[src/rtl/mhse_pkg.sv]
// shared types and constants for the min heap sift-down / extract block
// no dependencies; used by the top, datapath and controller under rtl (not by mhse_ram)
package mhse_pkg;

  localparam int DEF_CAPACITY = 16;
  localparam int CMD_W        = 2;
  localparam int IDX_W        = 4;
  localparam int VALUE_W      = 32;
  localparam int COUNT_W      = 5;
  localparam int IN_TDATA_W   = 40;
  localparam int OUT_TDATA_W  = 40;

  localparam logic signed [VALUE_W-1:0] EMPTY_VALUE = -32'sd1;

  typedef enum logic [CMD_W-1:0] {
    CMD_APPEND  = 2'd0,
    CMD_SIFT    = 2'd1,
    CMD_EXTRACT = 2'd2,
    CMD_NOP     = 2'd3
  } cmd_t;

  typedef enum logic [2:0] {
    ST_IDLE,
    ST_DECODE,
    ST_LOAD,
    ST_CMP,
    ST_KIDS,
    ST_DONE
  } state_t;

  // controller to datapath
  typedef struct packed {
    logic latch_in;
    logic app_write;
    logic set_full;
    logic set_empty;
    logic start_sift;
    logic start_extract;
    logic load_cur;
    logic rd_kids;
    logic step;
    logic finish;
    logic load_out;
  } ctrl_cmd_t;

  // datapath to controller
  typedef struct packed {
    cmd_t op;
    logic idx_ok;
    logic is_full;
    logic is_empty;
    logic at_rest;
  } dp_status_t;

endpackage

[src/rtl/min_heap_sift_down_extract.sv]
// sequence: append, no-op, empty extract and out-of-range sift go from decode to ST_DONE;
// others pass through load, then a compare and a child read for each of the L
// levels they move down, L <= floor(log2(CAPACITY)); the store's child reads are registered
// throughput: one item at a time; a new beat is taken the cycle after the result is loaded
// reset: entry count and handshake state clear synchronously; store contents stay undefined
module min_heap_sift_down_extract #(
  parameter int CAPACITY = mhse_pkg::DEF_CAPACITY
) (
  input  logic                              clk,
  input  logic                              rst_n,
  input  logic                              in_tvalid,
  output logic                              in_tready,
  // command[1:0], sift_index[5:2], new_value[37:6], zero pad[39:38]
  input  logic [mhse_pkg::IN_TDATA_W-1:0]   in_tdata,
  output logic                              out_tvalid,
  input  logic                              out_tready,
  // min_value[31:0], was_empty[32], was_full[33], entry_count[38:34], zero pad[39]
  output logic [mhse_pkg::OUT_TDATA_W-1:0]  out_tdata
);

  localparam int ADDR_W = (CAPACITY > 1) ? $clog2(CAPACITY) : 1;
  localparam int CNT_W  = $clog2(CAPACITY + 1);

  mhse_pkg::ctrl_cmd_t  cmd;
  mhse_pkg::dp_status_t status;

  mhse_ctrl u_ctrl (
    .clk        (clk),
    .rst_n      (rst_n),
    .in_tvalid  (in_tvalid),
    .in_tready  (in_tready),
    .out_tvalid (out_tvalid),
    .out_tready (out_tready),
    .status     (status),
    .cmd        (cmd)
  );

  mhse_datapath #(
    .CAPACITY (CAPACITY),
    .ADDR_W   (ADDR_W),
    .CNT_W    (CNT_W)
  ) u_dp (
    .clk       (clk),
    .rst_n     (rst_n),
    .in_tdata  (in_tdata),
    .cmd       (cmd),
    .status    (status),
    .out_tdata (out_tdata)
  );

`ifndef NO_ASSERTIONS
  // one item in flight: no second beat right after an accept
  a_busy_after_accept: assert property (@(posedge clk) disable iff (!rst_n)
    (in_tvalid && in_tready) |=> !in_tready)
    else $error("input accepted while an item is in flight");

  // empty extract reports -1 and no entries
  a_empty_result: assert property (@(posedge clk) disable iff (!rst_n)
    (out_tvalid && out_tdata[32]) |-> (out_tdata[31:0] == 32'hFFFF_FFFF
      && out_tdata[38:34] == 5'd0 && !out_tdata[33]))
    else $error("empty extract result malformed");

  // a dropped append returns no value
  a_full_result: assert property (@(posedge clk) disable iff (!rst_n)
    (out_tvalid && out_tdata[33]) |-> (out_tdata[31:0] == 32'hFFFF_FFFF))
    else $error("full append result carries a value");
`endif

endmodule

[src/rtl/mhse_ram.sv]
// heap store: one write port, two read ports with registered read data
// depends on nothing but its parameters
module mhse_ram #(
  parameter int DEPTH  = 16,
  parameter int ADDR_W = 4,
  parameter int DATA_W = 32
) (
  input  logic              clk,
  input  logic              we,
  input  logic [ADDR_W-1:0] wa,
  input  logic [DATA_W-1:0] wd,
  input  logic              re,
  input  logic [ADDR_W-1:0] ra,
  input  logic [ADDR_W-1:0] rb,
  output logic [DATA_W-1:0] rd_a,
  output logic [DATA_W-1:0] rd_b
);

  logic [DATA_W-1:0] mem [DEPTH];

  always_ff @(posedge clk) begin
    if (we) begin
      mem[wa] <= wd;
    end
  end

  always_ff @(posedge clk) begin
    if (re) begin
      rd_a <= mem[ra];
      rd_b <= mem[rb];
    end
  end

endmodule

[src/rtl/mhse_datapath.sv]
// datapath: command/result registers, entry count, sift position and value, heap store
// depends on mhse_pkg and mhse_ram
module mhse_datapath #(
  parameter int CAPACITY = mhse_pkg::DEF_CAPACITY,
  parameter int ADDR_W   = $clog2(CAPACITY),
  parameter int CNT_W    = $clog2(CAPACITY + 1)
) (
  input  logic                              clk,
  input  logic                              rst_n,
  input  logic [mhse_pkg::IN_TDATA_W-1:0]   in_tdata,
  input  mhse_pkg::ctrl_cmd_t               cmd,
  output mhse_pkg::dp_status_t              status,
  output logic [mhse_pkg::OUT_TDATA_W-1:0]  out_tdata
);

  localparam int CW = (ADDR_W + 2 > mhse_pkg::IDX_W) ? ADDR_W + 2 : mhse_pkg::IDX_W;
  localparam int VW = mhse_pkg::VALUE_W;

  mhse_pkg::cmd_t              op_r;
  logic [mhse_pkg::IDX_W-1:0]  idx_r;
  logic signed [VW-1:0]        val_r;
  logic [CNT_W-1:0]            cnt_r, cnt_nxt;
  logic [ADDR_W-1:0]           pos_r, pos_nxt;
  logic signed [VW-1:0]        cur_r;
  logic signed [VW-1:0]        minv_r;
  logic                        empty_r;
  logic                        full_r;
  logic [mhse_pkg::OUT_TDATA_W-1:0] out_data_r;

  logic                        ram_we, ram_re;
  logic [ADDR_W-1:0]           ram_wa, ram_ra, ram_rb;
  logic [VW-1:0]               ram_wd, ram_rd_a, ram_rd_b;

  logic [CW-1:0]               cnt_w, pos_w, idx_w, lt_w, rt_w, last_w, best_w;
  logic                        lt_ok, rt_ok, take_l, take_r;
  logic signed [VW-1:0]        left_v, right_v, best_v;
  logic [CNT_W+mhse_pkg::COUNT_W-1:0] cnt_ext;

  mhse_ram #(
    .DEPTH  (CAPACITY),
    .ADDR_W (ADDR_W),
    .DATA_W (VW)
  ) u_ram (
    .clk  (clk),
    .we   (ram_we),
    .wa   (ram_wa),
    .wd   (ram_wd),
    .re   (ram_re),
    .ra   (ram_ra),
    .rb   (ram_rb),
    .rd_a (ram_rd_a),
    .rd_b (ram_rd_b)
  );

  assign cnt_w  = CW'(cnt_r);
  assign pos_w  = CW'(pos_r);
  assign idx_w  = CW'(idx_r);
  assign lt_w   = (pos_w << 1) + CW'(1);
  assign rt_w   = lt_w + CW'(1);
  assign last_w = cnt_w - CW'(1);
  assign lt_ok  = lt_w < cnt_w;
  assign rt_ok  = rt_w < cnt_w;

  assign left_v  = $signed(ram_rd_a);
  assign right_v = $signed(ram_rd_b);

  // left child wins a tie: right only when strictly below the running best
  always_comb begin
    best_v = cur_r;
    take_l = 1'b0;
    take_r = 1'b0;
    if (lt_ok && (left_v < cur_r)) begin
      best_v = left_v;
      take_l = 1'b1;
    end
    if (rt_ok && (right_v < best_v)) begin
      best_v = right_v;
      take_r = 1'b1;
      take_l = 1'b0;
    end
  end

  assign best_w = take_r ? rt_w : lt_w;

  assign status.op       = op_r;
  assign status.idx_ok   = idx_w < cnt_w;
  assign status.is_full  = (cnt_r == CNT_W'(CAPACITY));
  assign status.is_empty = (cnt_r == '0);
  assign status.at_rest  = !take_l && !take_r;

  // store ports
  always_comb begin
    ram_we = 1'b0;
    ram_wa = pos_r;
    ram_wd = cur_r;
    ram_re = 1'b0;
    ram_ra = lt_w[ADDR_W-1:0];
    ram_rb = rt_w[ADDR_W-1:0];
    if (cmd.app_write) begin
      ram_we = 1'b1;
      ram_wa = cnt_w[ADDR_W-1:0];
      ram_wd = val_r;
    end else if (cmd.step) begin
      ram_we = 1'b1;
      ram_wd = best_v;
    end else if (cmd.finish) begin
      ram_we = 1'b1;
    end
    if (cmd.start_sift) begin
      ram_re = 1'b1;
      ram_ra = idx_w[ADDR_W-1:0];
    end else if (cmd.start_extract) begin
      ram_re = 1'b1;
      ram_ra = '0;
      ram_rb = last_w[ADDR_W-1:0];
    end else if (cmd.rd_kids) begin
      ram_re = 1'b1;
    end
  end

  always_comb begin
    cnt_nxt = cnt_r;
    if (cmd.app_write) begin
      cnt_nxt = cnt_r + CNT_W'(1);
    end else if (cmd.start_extract) begin
      cnt_nxt = cnt_r - CNT_W'(1);
    end
  end

  always_comb begin
    pos_nxt = pos_r;
    if (cmd.start_sift) begin
      pos_nxt = idx_w[ADDR_W-1:0];
    end else if (cmd.start_extract) begin
      pos_nxt = '0;
    end else if (cmd.step) begin
      pos_nxt = best_w[ADDR_W-1:0];
    end
  end

  always_ff @(posedge clk) begin
    if (!rst_n) begin
      cnt_r <= '0;
    end else begin
      cnt_r <= cnt_nxt;
    end
  end

  always_ff @(posedge clk) begin
    pos_r <= pos_nxt;
    if (cmd.latch_in) begin
      op_r    <= mhse_pkg::cmd_t'(in_tdata[1:0]);
      idx_r   <= in_tdata[5:2];
      val_r   <= $signed(in_tdata[37:6]);
      minv_r  <= mhse_pkg::EMPTY_VALUE;
      empty_r <= 1'b0;
      full_r  <= 1'b0;
    end
    if (cmd.set_full) begin
      full_r <= 1'b1;
    end
    if (cmd.set_empty) begin
      empty_r <= 1'b1;
    end
    // extract: root read on port a, last entry on port b moves to the root
    if (cmd.load_cur) begin
      if (op_r == mhse_pkg::CMD_EXTRACT) begin
        cur_r  <= $signed(ram_rd_b);
        minv_r <= $signed(ram_rd_a);
      end else begin
        cur_r <= $signed(ram_rd_a);
      end
    end
    if (cmd.load_out) begin
      out_data_r <= {1'b0, cnt_ext[mhse_pkg::COUNT_W-1:0], full_r, empty_r, minv_r};
    end
  end

  assign cnt_ext   = (CNT_W + mhse_pkg::COUNT_W)'(cnt_r);
  assign out_tdata = out_data_r;

endmodule

[src/rtl/mhse_ctrl.sv]
// controller: sequences decode, sift levels and result hand-off
// depends on mhse_pkg
module mhse_ctrl (
  input  logic                  clk,
  input  logic                  rst_n,
  input  logic                  in_tvalid,
  output logic                  in_tready,
  output logic                  out_tvalid,
  input  logic                  out_tready,
  input  mhse_pkg::dp_status_t  status,
  output mhse_pkg::ctrl_cmd_t   cmd
);

  mhse_pkg::state_t state_r, state_nxt;
  logic             out_valid_r, out_valid_nxt;

  always_ff @(posedge clk) begin
    if (!rst_n) begin
      state_r     <= mhse_pkg::ST_IDLE;
      out_valid_r <= 1'b0;
    end else begin
      state_r     <= state_nxt;
      out_valid_r <= out_valid_nxt;
    end
  end

  always_comb begin
    state_nxt = state_r;
    cmd       = '0;
    in_tready = 1'b0;
    case (state_r)
      mhse_pkg::ST_IDLE: begin
        in_tready = 1'b1;
        if (in_tvalid) begin
          cmd.latch_in = 1'b1;
          state_nxt    = mhse_pkg::ST_DECODE;
        end
      end
      mhse_pkg::ST_DECODE: begin
        state_nxt = mhse_pkg::ST_DONE;
        case (status.op)
          mhse_pkg::CMD_APPEND: begin
            if (status.is_full) begin
              cmd.set_full = 1'b1;
            end else begin
              cmd.app_write = 1'b1;
            end
          end
          mhse_pkg::CMD_SIFT: begin
            if (status.idx_ok) begin
              cmd.start_sift = 1'b1;
              state_nxt      = mhse_pkg::ST_LOAD;
            end
          end
          mhse_pkg::CMD_EXTRACT: begin
            if (status.is_empty) begin
              cmd.set_empty = 1'b1;
            end else begin
              cmd.start_extract = 1'b1;
              state_nxt         = mhse_pkg::ST_LOAD;
            end
          end
          default: begin
            state_nxt = mhse_pkg::ST_DONE;
          end
        endcase
      end
      mhse_pkg::ST_LOAD: begin
        cmd.load_cur = 1'b1;
        cmd.rd_kids  = 1'b1;
        state_nxt    = mhse_pkg::ST_CMP;
      end
      mhse_pkg::ST_CMP: begin
        if (status.at_rest) begin
          cmd.finish = 1'b1;
          state_nxt  = mhse_pkg::ST_DONE;
        end else begin
          cmd.step  = 1'b1;
          state_nxt = mhse_pkg::ST_KIDS;
        end
      end
      mhse_pkg::ST_KIDS: begin
        cmd.rd_kids = 1'b1;
        state_nxt   = mhse_pkg::ST_CMP;
      end
      mhse_pkg::ST_DONE: begin
        if (!out_valid_r || out_tready) begin
          cmd.load_out = 1'b1;
          state_nxt    = mhse_pkg::ST_IDLE;
        end
      end
      default: begin
        state_nxt = mhse_pkg::ST_IDLE;
      end
    endcase
  end

  always_comb begin
    out_valid_nxt = out_valid_r;
    if (cmd.load_out) begin
      out_valid_nxt = 1'b1;
    end else if (out_tready) begin
      out_valid_nxt = 1'b0;
    end
  end

  assign out_tvalid = out_valid_r;

endmodule

[config.mk]
export PLATFORM = sky130hd
export DESIGN_NAME = min_heap_sift_down_extract
export DESIGN_NICKNAME = d
export VERILOG_FILES = /design/src/rtl/mhse_pkg.sv /design/src/rtl/min_heap_sift_down_extract.sv /design/src/rtl/mhse_ram.sv /design/src/rtl/mhse_datapath.sv /design/src/rtl/mhse_ctrl.sv
export SDC_FILE = /design/constraint.sdc
export NUM_CORES = 1
export LEC_CHECK = 0
export BUFFER_PORTS_ARGS = -buffer_cell sky130_fd_sc_hd__buf_2
export CORE_MARGIN = 2
export CORE_UTILIZATION = 45
export CTS_CLUSTER_SIZE = 12
export DETAILED_ROUTE_END_ITERATION = 8
export MAX_ROUTING_LAYER = met4
export PLACE_DENSITY = 0.61
export SLEW_MARGIN = 25
export SYNTH_ARGS = -nofsm -noshare
export SYNTH_HDL_FRONTEND = slang
export SYNTH_SLANG_ARGS = --single-unit
export TNS_END_PERCENT = 30
[constraint.sdc]
create_clock -name clk -period 10.5 [get_ports clk]
set_input_delay 1.05 -clock clk [delete_from_list [all_inputs] [get_ports clk]]
set_output_delay 1.05 -clock clk [all_outputs]
set_load 0.01 [all_outputs]
==> results of run 1 <==
how the worst max path moves through the flow:
stage                                       end  slack, ns                      startpoint
2_1_floorplan      u_dp.u_ram.rd_a[0]$_DFFE_PP_       4.71  u_ctrl.state_r[2]$_SDFFE_PN0P_
3_3_place_gp   u_dp.u_ram.mem[13][13]$_DFFE_PP_       2.73    u_dp.u_ram.rd_a[7]$_DFFE_PP_
3_5_place_dp    u_dp.u_ram.mem[7][12]$_DFFE_PP_       2.77    u_dp.u_ram.rd_a[7]$_DFFE_PP_
4_1_cts        u_dp.u_ram.mem[11][12]$_DFFE_PP_       2.74   u_dp.u_ram.rd_a[15]$_DFFE_PP_
5_1_grt        u_dp.u_ram.mem[12][13]$_DFFE_PP_       2.67   u_dp.u_ram.rd_a[15]$_DFFE_PP_
6_report       u_dp.u_ram.mem[13][15]$_DFFE_PP_       3.01   u_dp.u_ram.rd_a[15]$_DFFE_PP_
routing by layer:
layer	vias to the layer above	global-route usage	routed length [um]
li1	8891	-	-
met1	10770	0.3294	41980
met2	672	0.3856	45850
met4	0	0.06724	2244
met3	124	0.03018	5421
met5	-	-	0
sequential cells by signal (all words and copies together), names as in the netlist:
signal and count:
u_dp.cnt_r 5, u_dp.u_ram.rd_b 32, u_ctrl.state_r 3, u_dp.idx_r 4
u_dp.op_r 2, u_dp.u_ram.mem 512, u_dp.full_r 1, u_dp.u_ram.rd_a 32
u_dp.out_tdata 39, u_dp.minv_r 32, u_dp.cur_r 32, u_dp.empty_r 1
u_dp.val_r 32, u_ctrl.out_tvalid 1, u_dp.pos_r 4
power breakdown:
part           total, mW  switching (mW)  internal (mW)  leakage [nW]
clock               2.64            1.11           1.54          1.19
combinational       1.45           0.886          0.562          5.77
sequential          3.56           0.121           3.44          6.56
logic make-up after synthesis:
family                     synth area share
muxes                                0.2651
DFF                                  0.6096
AOI/OAI and AO/OA                   0.04095
and+or+nand+nor                     0.02828
buffers and inverters               0.02371
adders and majority gates           0.02959
xor gates and xnor gates           0.002725
other                             0.0001061
layout make-up:
| type | instances | share of cell area |
|---|---|---|
| antenna | 1 | 0.00006300 |
| clock buffer | 114 | 0.05673 |
| clock inverter | 27 | 0.004757 |
| inverter | 46 | 0.004379 |
| multi-input combinational | 1278 | 0.3370 |
| sequential | 732 | 0.5426 |
| tap | 1040 | 0.03276 |
| timing repair buffer | 135 | 0.02170 |
critical path, cell delays in order, from the launching register on:
cell	delay [ns]
edfxtp_1	0.45
ha_1	0.36
nand4_1	0.16
nor3_2	0.24
a31oi_1	0.22
a2111oi_2	0.54
nor2_1	0.10
xnor2_1	0.19
nor2b_2	0.18
buf_4	0.24
and2_1	0.18
a21oi_1	0.05
ha_1	0.29
a2111oi_0	0.73
o221ai_1	0.37
a21oi_1	0.30
o211ai_1	0.16
o2111a_1	0.35
a21oi_4	0.64
buf_4	0.53
mux2i_1	0.16
o221ai_2	0.67
placed cells by master, fill, tap and decap left out, drive strengths merged, types with 44 or more instances in the layout:
master | netlist | routed
a21oi | 67 | 67
buf | 76 | 135
clkbuf | 51 | 114
edfxtp | 689 | 689
ha | 82 | 82
inv | 46 | 47
mux2i | 611 | 611
mux4 | 128 | 128
nand2 | 68 | 68
nor2 | 44 | 44
cell usage after synthesis (36+ instances only):
master and number:
nor2_1 44, ha_1 82, a21oi_1 66, mux4_2 128, dfxtp_1 43, buf_2 37
inv_1 46, nand2_1 67, mux2i_1 611, clkbuf_1 51, and2_1 36, edfxtp_1 689
per-stage QoR:
stage,utilization,hold slack (ns),area (um2),power (mW),std cells
final,0.5119,0.4343,39720,7.648,3373
after global routing,0.5119,0.4480,39720,7.931,3373
after CTS,0.5101,0.4328,39580,7.671,3371
after detailed placement,0.4786,0.4203,37140,5.038,3230
after global placement,0.4773,0.4187,37040,5.003,3227
after floorplan,-,0.4081,35350,4.571,2183
==> results.md, run 1 <==
- Period utilization: 0.7134
- Drt drc: 0
- Synth Cell Area: 35350 um2
- Total Die Area: 80820 um2
- Fillers: 6430
- PwrDens: 192.5 nW/um2
- Clock Path Buffers: 3
- Fin worst setup slack: 3.010 ns
- Htree depth: 3
- WL/cell: 28.31 um
- Register area: 21550 um2
- Status: finished, final reports clean
- Reg2reg end: u_dp.u_ram.mem[13][15]$_DFFE_PP_
- HP Start: u_dp.empty_r$_SDFFE_PP1P_
- Max Cap Violations: 0
- Ranking of synthesized cells by area: edfxtp_1, mux2i_1, mux4_2
- Number of synthesized flops with an enable pin: 689
- Clock Sinks: 732
- Clock root buffer: clkbuf_16
- Ys flop type: edfxtp_1
- Register area share after synthesis: 0.6096
- Cells after Synth: 2183
- R2R cell count: 21
- TritonRoute pass-1 iters: 5
- Std-Cell Rows: 102
- Fin nets: 2399
- Area delta synth->final: 12.35%
- Total GRT Usage: 0.2421
- FMAX: 133.5 MHz
- Vias in the first global route: 20600
- Largest net degree at the start of global routing: 144
- Origin of the critical flop-to-flop path: u_dp.u_ram.rd_a[15]$_DFFE_PP_
- Postcts setup bufs: 0
- Multi-input gate area: 13390 um2
- Max-slew violation count: 0
- CP endpoint kind: flop
- Worst Hold Path Cells: 0
- Post-synth ARST share: 0
- Vias per cell: 6.066
- Final setup viols: 0
- Leak: 13.52 nW
- Later-pin clock latency in the skew report: 0.62 ns
- Placed wire-length estimate: 56120 um
- TNS Setup: 0 ns
- Clock-pin slew on the worst setup and hold paths: 0.05 ns
- Antenna violations before repair: 2
- CTS Buf Count: 79
- Starting density of the core: 0.4556
- Count of distinct cell types in the synthesized netlist: 61
- Maximum vdd drop: 0.1157 mV
- Final min period: 7.490 ns
- Final Skew: 0.01928 ns
- Die H: 284.3 um
- Hold Vio Cnt, Final: 0
- Initial DRC count: 1917
- Pre-CTS WS: 2.774 ns
- Hold EP: u_dp.out_tdata[32]$_DFFE_PP_
- Startpoint Class: flop
- GR Overflow Total: 0
- Share of cells above drive strength 1: 0.1994
- RePlAce Congestion: 0.8621
- Gates resized, CTS repair: 0
- Global-route wire length before repair: 138800 um
- Yosys top cell area share: 0.5852
- HP Class: reg -> reg
- Worst slew pin tran: 1.096 ns
- Relative slew margins: 0.2676
- CP max FO: 20
- Ports: 86
- DRT antenna net count: 0
- CP Class: reg -> reg
- # hold bufs at CTS: 0
- CP required: 10.80 ns
- Core region area: 77590 um2
- Quantity of I/O buffers inserted on ports: 82
- WL final: 95500 um
- Synthesis warning total: 0
- RSZ-0062 raised after global routing: false
- Critical path arrival: 7.79 ns
- Yosys top cell by area: edfxtp_1
- Yosys reg bits: 732
- Worst reg2reg setup slack: 3.01 ns
- Syn Area/Cell: 16.19 um2
- DR vias: 20460
- Mapped Nets: 2310
- Die width: 284.3 um
- CTS tree: yes
(Power assumes the default switching activity.)
==> inputs of run 2 (changes only) <==
- ABC_AREA: default -> 1
- clock period: 10.5 -> 6.9 ns (I/O delays scaled with it)
==> run 2 against run 1 <==
Synthesized area grew 0.21%. First-iteration DRC count grew 96%. Maximum frequency grew 24%. Setup slack lost 2.1 ns. Largest power group unchanged. Sequential cell count is the same. Clock power grew 53%. Combinational power grew to 3.4 times the previous value. Design area shrank 0.91%. Sequential share of layout area grew 0.50 points.
==> results.md, run 2 <==
- Status: finished, final reports clean
- Gates resized, CTS repair: 0
- Std-Cell Rows: 102
- WL met3: 10450 um
- Largest Register: u_dp.u_ram.mem
- WL final: 105100 um
- Startpoint Class: flop
- Initial DRC count: 3755
- Maximum vdd drop: 0.2371 mV
- Pwr Total: 14.92 mW
- Largest register FFs: 512
- CP max FO: 47
- Relative slew margins: 0.2462
- Share of power burned in the clock network: 0.271
- Starting density of the core: 0.4558
- R2R cell count: 25
- Commonest cells post-synth: edfxtp_1, o21ai_0, nand2_1
- Highest routed layer: met4
- Post-synth ARST share: 0
- GR Overflow Total: 0
- Most frequent cells in the layout: edfxtp_1, o21ai_0, nand2_1
- HP Class: in -> reg
- Ys flop type: edfxtp_1
- CP endpoint kind: flop
- Period utilization: 0.8731
- Antenna violations before repair: 1
- Net Sw Frac: 0.3749
- CP Class: reg -> reg
- Worst Hold Path Cells: 1
- Mapped Nets: 3639
- TNS Setup: 0 ns
- Pint: 9.329 mW
- Share of cells above drive strength 1: 0.08117
- Total GRT Usage: 0.2618
- Vias per cell: 5.961
- Global-route wire length before repair: 155700 um
- Cells after Synth: 3512
- Critical path arrival: 6.22 ns
- Quantity of I/O buffers inserted on ports: 82
- DR vias: 27290
- Met1 wire length: 44130 um
- Final min period: 6.024 ns
- Later-pin clock latency in the skew report: 0.64 ns
- Placed wire-length estimate: 59990 um
- TritonRoute pass-1 iters: 6
- Drt drc: 0
- Yosys top cell by area: edfxtp_1
- Most frequent cell after synthesis: edfxtp_1
- # hold bufs at CTS: 0
- Non-Filler Instances: 4578
- Sequential share of power: 0.399
- Max-slew violation count: 0
- Fin worst setup slack: 0.8757 ns
- Ranking of synthesized cells by area: edfxtp_1, o21ai_0, nand2_1
- Yosys reg bits: 732
- WL/cell: 22.96 um
- Worst slew pin tran: 1.128 ns
- Pre-CTS WS: 0.9447 ns
- FMAX: 166.0 MHz
- Final Skew: 0.02047 ns
- RSZ-0062 raised after global routing: false
- Postcts setup bufs: 0
- Area delta synth->final: 11.10%
- RePlAce Congestion: 0.8584
- Die H: 284.6 um
- Clock-pin slew on the worst setup and hold paths: 0.06 ns
- Syn Area/Cell: 10.09 um2
- Number of synthesized flops with an enable pin: 689
- Most common cell after layout, fill and taps aside: edfxtp_1
- Register area share after synthesis: 0.6083
- CTS Buf Count: 78
- Count of distinct cell types in the synthesized netlist: 45
- Clock root buffer: clkbuf_16
- Htree depth: 3
- Sw Pwr: 5.595 mW
- Vias in the first global route: 25230
- Clock Path Buffers: 3
- Die width: 284.6 um
- Hold Vio Cnt, Final: 0
- Leak: 14.33 nW
- Combinational fraction of design power: 0.330
- DRT antenna net count: 0
- Synthesis warning total: 0
- CTS tree: yes
- Final setup viols: 0
- Fin util: 0.5064
- Max Cap Violations: 0
- CP required: 7.10 ns
- Fin nets: 3606
- Yosys top cell area share: 0.5840
- Synth Cell Area: 35430 um2
- Largest net degree at the start of global routing: 147
- Total Die Area: 80980 um2
- PwrDens: 379.2 nW/um2
- Core region area: 77720 um2
- Metal2 WL: 47830 um
- Inst Count DP: 4439
- Clock Sinks: 732
- Ports: 86
run 2: power by group through the flow:
stage / combinational, mW / sequential [mW] / clock (mW)
final: 4.93 / 5.95 / 4.04
after global routing: 5.42 / 5.99 / 4.26
after CTS: 4.84 / 5.94 / 4.10
after detailed placement: 4.82 / 6.03 / 0
after global placement: 4.77 / 6.03 / 0
after floorplan: 3.19 / 5.92 / 0
run 2: cells by family (layout without fill, tap and decap cells):
logic type | Yosys count | in the layout | synth area share
other | 1 | 3 | 0.0001059
buffers and inverters | 543 | 567 | 0.05934
adders and majority gates | 83 | 83 | 0.02953
and+or+nand+nor | 942 | 942 | 0.1066
DFF | 732 | 732 | 0.6083
AOI/OAI and AO/OA | 1205 | 1205 | 0.1946
xor gates and xnor gates | 6 | 6 | 0.001484
run 2: layout make-up:
type	instances	area, um2
well taps	1040	1301
flip-flops and latches	732	21550
clock inverters	34	266.5
multi-input cells	2237	12020
clock buffers	103	2141
diodes	2	5.005
fillers	6809	38360
inverters	290	1110
repair buffers	140	965.9
run 2: worst max-delay path, cell delays in order, from the launching register on:
cell,delay [ns]
edfxtp_1,0.45
ha_1,0.34
nand2_1,0.07
inv_1,0.05
nand3_1,0.11
a31oi_1,0.18
nor2_1,0.07
nand2_1,0.16
nand2_1,0.13
nand3_2,0.09
nand3_2,0.38
buf_12,0.34
o21ai_0,0.24
ha_1,0.29
a21oi_1,0.13
nor2_1,0.05
a211oi_1,0.28
o221ai_1,0.22
a21oi_1,0.26
nand3_2,0.14
nand3_4,0.13
nand2_1,0.07
nand2_2,0.58
nand2_1,0.12
nand3_1,0.18
nand2_1,0.44
run 2: per-stage QoR:
step / instance area (um2) / hold WS, ns
global route: 39360 / 0.2172
floorplan: 35430 / 0.4093
detailed placement: 36950 / 0.4185
global placement: 36890 / 0.4181
CTS: 39350 / 0.1976
finish: 39360 / 0.2271
run 2: path summary, 6_finish.rpt:
| kind | to | startpoint | slack, ns |
|---|---|---|---|
| worst max-delay path | u_dp.u_ram.mem[10][15]$_DFFE_PP_ | u_dp.u_ram.rd_a[15]$_DFFE_PP_ | 0.88 |
| worst min-delay path | u_dp.val_r[16]$_DFFE_PP_ | in_tdata[22] | 0.23 |
| worst max register to register | u_dp.u_ram.mem[10][15]$_DFFE_PP_ | u_dp.u_ram.rd_a[15]$_DFFE_PP_ | 0.88 |
| worst min register to register | u_dp.out_tdata[32]$_DFFE_PP_ | u_dp.empty_r$_SDFFE_PP1P_ | 0.43 |
run 2: layer usage:
metal,track usage,vias up
met1,0.3593,12980
met3,0.03868,199
li1,-,12610
met2,0.4015,1499
met4,0.08474,0
met5,-,-
